<file path="src/design/hvpc_pkg.sv">
// Package for the height/velocity zone check: widths, codes, states, defaults.
// No dependencies.
package hvpc_pkg;

   localparam int COORD_W      = 24;          // Q15.8 coordinate
   localparam int DIFF_W       = COORD_W + 2; // exact difference of two coordinates
   localparam int PROD_W       = 2 * DIFF_W;
   localparam int FRAC_W       = 8;
   localparam int CELL_COORD_W = COORD_W - FRAC_W;
   localparam int MARK_W       = 2;

   localparam int DEF_POLYGONS       = 4;
   localparam int DEF_POINTS         = 16;
   localparam int DEF_HEIGHT_CELLS   = 64;
   localparam int DEF_VELOCITY_CELLS = 64;

   typedef enum logic [1:0] {
      CMD_CLEAR = 2'd0,
      CMD_LOAD  = 2'd1,
      CMD_CHECK = 2'd2,
      CMD_READ  = 2'd3
   } cmd_type;

   localparam logic [MARK_W-1:0] MARK_NONE   = 2'd0;
   localparam logic [MARK_W-1:0] MARK_SAFE   = 2'd1;
   localparam logic [MARK_W-1:0] MARK_UNSAFE = 2'd2;

   typedef enum logic [3:0] {
      ST_IDLE,
      ST_CLEAR,
      ST_LOAD,
      ST_ZONE,
      ST_LOAD_J,
      ST_LOAD_I,
      ST_MUL_L,
      ST_MUL_R,
      ST_COMPARE,
      ST_FINISH,
      ST_MREAD,
      ST_MREPLY
   } state_type;

endpackage

</file>
<file path="src/design/hvpc_edge_mul.sv">
// Shared signed multiplier of the edge test, product registered.
// Depends on hvpc_pkg.
module hvpc_edge_mul (
   input  logic                                 clock,
   input  logic signed [hvpc_pkg::DIFF_W-1:0]   op_a,
   input  logic signed [hvpc_pkg::DIFF_W-1:0]   op_b,
   output logic signed [hvpc_pkg::PROD_W-1:0]   product
);

   logic signed [hvpc_pkg::PROD_W-1:0] product_ff;
   logic signed [hvpc_pkg::PROD_W-1:0] product_in;

   assign product_in = op_a * op_b;

   always_ff @(posedge clock) begin
      product_ff <= product_in;
   end

   assign product = product_ff;

endmodule

</file>
<file path="config.mk">
export PLATFORM = sky130hd
export DESIGN_NAME = hvpc_edge_mul
export DESIGN_NICKNAME = d
export VERILOG_FILES = /design/src/design/hvpc_pkg.sv /design/src/design/hvpc_edge_mul.sv
export SDC_FILE = /design/constraint.sdc
export NUM_CORES = 2
export LEC_CHECK = 0
export ABC_AREA = 1
export CORE_MARGIN = 3
export CORE_UTILIZATION = 60
export DETAILED_ROUTE_END_ITERATION = 7
export DONT_BUFFER_PORTS = 1
export PLACE_DENSITY_LB_ADDON = 0.3
export SLEW_MARGIN = 20
export SYNTH_ARGS = -nofsm -noshare
export SYNTH_HDL_FRONTEND = slang
export SYNTH_SLANG_ARGS = --single-unit
</file>
<file path="constraint.sdc">
create_clock -name clock -period 8.5 [get_ports clock]
set_input_delay 0.425 -clock clock [delete_from_list [all_inputs] [get_ports clock]]
set_output_delay 0.425 -clock clock [all_outputs]
set_load 0.02 [all_outputs]
</file>
==> flow_summary_export.csv <==
group,metric,value,unit
status,status,"finished clean",
yosys,synthDistinctLibCells,32,
timing,max_slew.worst_pin.slew,876,ps
grt,grt.total_usage,0.297,
yosys,ys_seq_area_frac,0.0375,
final_layout,nets,4361,
yosys,ys_top_cells_by_area,"fa_1, inv_1, nand2_1",
worst_hold_path,worstHoldEndpoint,"product[0]$_DFF_P_",
grt,met3_usage,0.0247,
clock_network,cts_setup_buffers,0,
final_layout,largest_reg_flops,52,
grt,overflow,0,
setup_path,path_cells,"nand2_1 > inv_1 > fa_1 > fa_1 > inv_1 > fa_1 > inv_1 > fa_1 > fa_1 > fa_1 > fa_1 > ha_1 > nand2_1 > nor2_2 > inv_1 > nor2_2 > nand2_1 > nor3_1 > nand2_1 > nand4_1 > nand2_1",
grt,use_met1,0.374,
flow_run,cap_violations,0,
timing,rsz0062_at_grt,"no",
clock_network,cts_resized,0,
clock_network,ctsHoldBuffers,0,
setup_path,worst_setup_path_end_kind,"flop",
clock_network,clock_sinks,52,
floorplan,core,0.0456,mm^2
yosys,syn-num-nets,4508,
floorplan,io_pins,105,
worst_hold_path,min_path_type,"primary input to flop",
final_layout,drive_above_1_share,0.0217,
floorplan,row_count,78,
floorplan,initial_core_util,0.609,
yosys,yosys_warnings,0,
floorplan,die_width,221,um
detailed_routing,ant_nets,0,
clock_network,clock_path_buffers,2,
yosys,synth-simple-area-share,0.180,
yosys,synth_top_family_by_area,"adder cells",
detailed_routing,firstDrtPassIters,6,
yosys,syn_area,0.0277,mm^2
final_layout,stdcell_area,0.0281,mm^2
detailed_routing,wl_per_cell,16.9,um
timing,finalCritPeriodShare,0.784,
timing,fin_tns_setup,0,ps
detailed_routing,drtIter0Drc,1439,
setup_path,cp.required,8680,ps
grt,grt_pass1_wl,116,mm
detailed_routing,via_per_inst,5.11,
floorplan,die_h,221,um
clock_network,root_buffer,"clkbuf_16",
yosys,synth_compound_area_frac,0.0124,
grt,grt_max_degree,27,
timing,fmax,0.150,GHz
setup_path,cp_slowest_cell,"fa_1",
grt,top_usage_layer,"met2",
timing,slew_viol_final,0,
yosys,synth_xor_area_frac,0.00978,
timing,finalHoldViolCount,0,
setup_path,max_stage_delay,740,ps
final_layout,diodes,0,
clock_network,tritoncts,"built",
clock_network,cts_buffers,5,
worst_hold_path,min_path_cells,2,
yosys,synth_area_leader_cell,"fa_1",
timing,fin_crit,6660,ps
timing,slew_headroom,0.415,
placed_design,hpwl,58.3,mm
clock_network,h-tree-depth,2,
detailed_routing,vias,20700,
detailed_routing,wl,68.4,mm
setup_path,cp.arrival,6840,ps
setup_path,worstPathMaxFanout,26,
placed_design,placed_area,0.0279,mm^2
yosys,synth_top_area_share,0.512,
yosys,yosys.area_share.adder,0.578,
final_layout,syn2layout_area_growth,1.19,%
detailed_routing,drc,0,
yosys,synth.area.mux_share,0,
placed_design,port_buffers,0,
timing,setup_viol,0,
floorplan,die_area,0.0489,mm^2
clock_network,clk_pin_slew,70,ps
worst_hold_path,worstHoldStart,"op_a[0]",
grt,antenna_found_initial,0,
yosys,synth.ff_latch_count,52,
placed_design,routabilityCongestion,0.999,
grt,grt_pass1_vias,22800,
setup_path,worst_setup_path_start_kind,"primary input",
yosys,avgSynthCellArea,7.71,um^2
grt,grtUsageMet2,0.547,
setup_path,path_class,"primary input to flop",
yosys,syn_inst,3599,
setup_path,cpMostUsedCell,"fa_1",
[cell usage in the layout, fill, tap and decap left out]
master and instances:
a21oi_1 43, clkbuf_16 5, and2_0 1, o21ai_0 12, inv_6 1, a21oi_4 1, xor2_1 19, clkinv_2 1
nor3_1 2, xnor2_1 12, nor3_2 1, and2_1 1, clkbuf_8 1, nand2_4 2, inv_2 7, inv_1 1184
clkinv_1 4, o211ai_2 1, nand2b_1 1, nand2_1 1034, buf_4 1, nand3_4 1, nor2_4 3, dfxtp_1 52
or2_2 5, o21bai_1 4, nand4_1 16, a21oi_2 1, fa_1 710, nand3_1 42, nand3b_1 1, nand2_2 18
nor2_1 94, nand3_2 4, ha_1 146, nor2_2 22
[cells by family after synthesis]
group	count (synthesis)
XOR/XNOR	31
AND/OR/NAND/NOR	1248
adder cells (fa/ha/maj)	856
buffers and inverters	1350
AO/OA/AOI/OAI	62
flip-flops	52
[synthesized netlist by cell type (all sizes together)]
master / instances
and2: 2
ha: 146
fa: 710
a21oi: 45
nand2b: 1
nand4: 16
nand3b: 1
xor2: 19
nor2: 119
nor3: 3
dfxtp: 52
o21bai: 4
nand3: 47
o211ai: 1
or2: 5
xnor2: 12
clkbuf: 155
o21ai: 12
inv: 1191
nand2: 1054
clkinv: 4
[per-stage QoR]
| step | hold slack [ps] | instances | util | setup slack, ps |
|---|---|---|---|---|
| after floorplan | 726 | 3599 | - | 1970 |
| after global placement | 521 | 4045 | 0.613 | 1570 |
| after detailed placement | 540 | 4045 | 0.613 | 1550 |
| after CTS | 232 | 4053 | 0.616 | 1850 |
| after global routing | 229 | 4053 | 0.616 | 1480 |
| final | 234 | 4053 | 0.616 | 1840 |
[routing by layer]
layer | wire length [um] | vias up
li1 | - | 9470
met2 | 35800 | 672
met4 | 2550 | 0
met1 | 26400 | 10400
met5 | 0 | -
met3 | 3580 | 164
[worst max-delay path by stage]
stage	slack (ps)	start	endpoint	cells after the start
finish	1840	op_b[2]	product[48]$_DFF_P_	21
global route	1480	op_b[2]	product[48]$_DFF_P_	21
CTS	1850	op_b[2]	product[48]$_DFF_P_	21
detailed placement	1550	op_b[2]	product[48]$_DFF_P_	21
global placement	1570	op_b[2]	product[48]$_DFF_P_	21
floorplan	1970	op_a[25]	product[51]$_DFF_P_	23
[worst max-delay path: cells and delay by family]
family / cells / cell delay, ps
fa+ha+maj: 8 / 4400
simple gates: 9 / 1190
buf+inv: 4 / 800
[cell type report]
type,count,area [um^2]
Multi-Input combinational cell,2197,21600
Fill cell,4088,17500
Inverter,1195,4490
Sequential cell,52,1040
Tap cell,600,751
Clock buffer,6,139
Clock inverter,2,13.8
Timing Repair Buffer,1,7.51
Power is not shown: default switching activity piles up to over one toggle a cycle in this logic, so the estimate is an artifact.
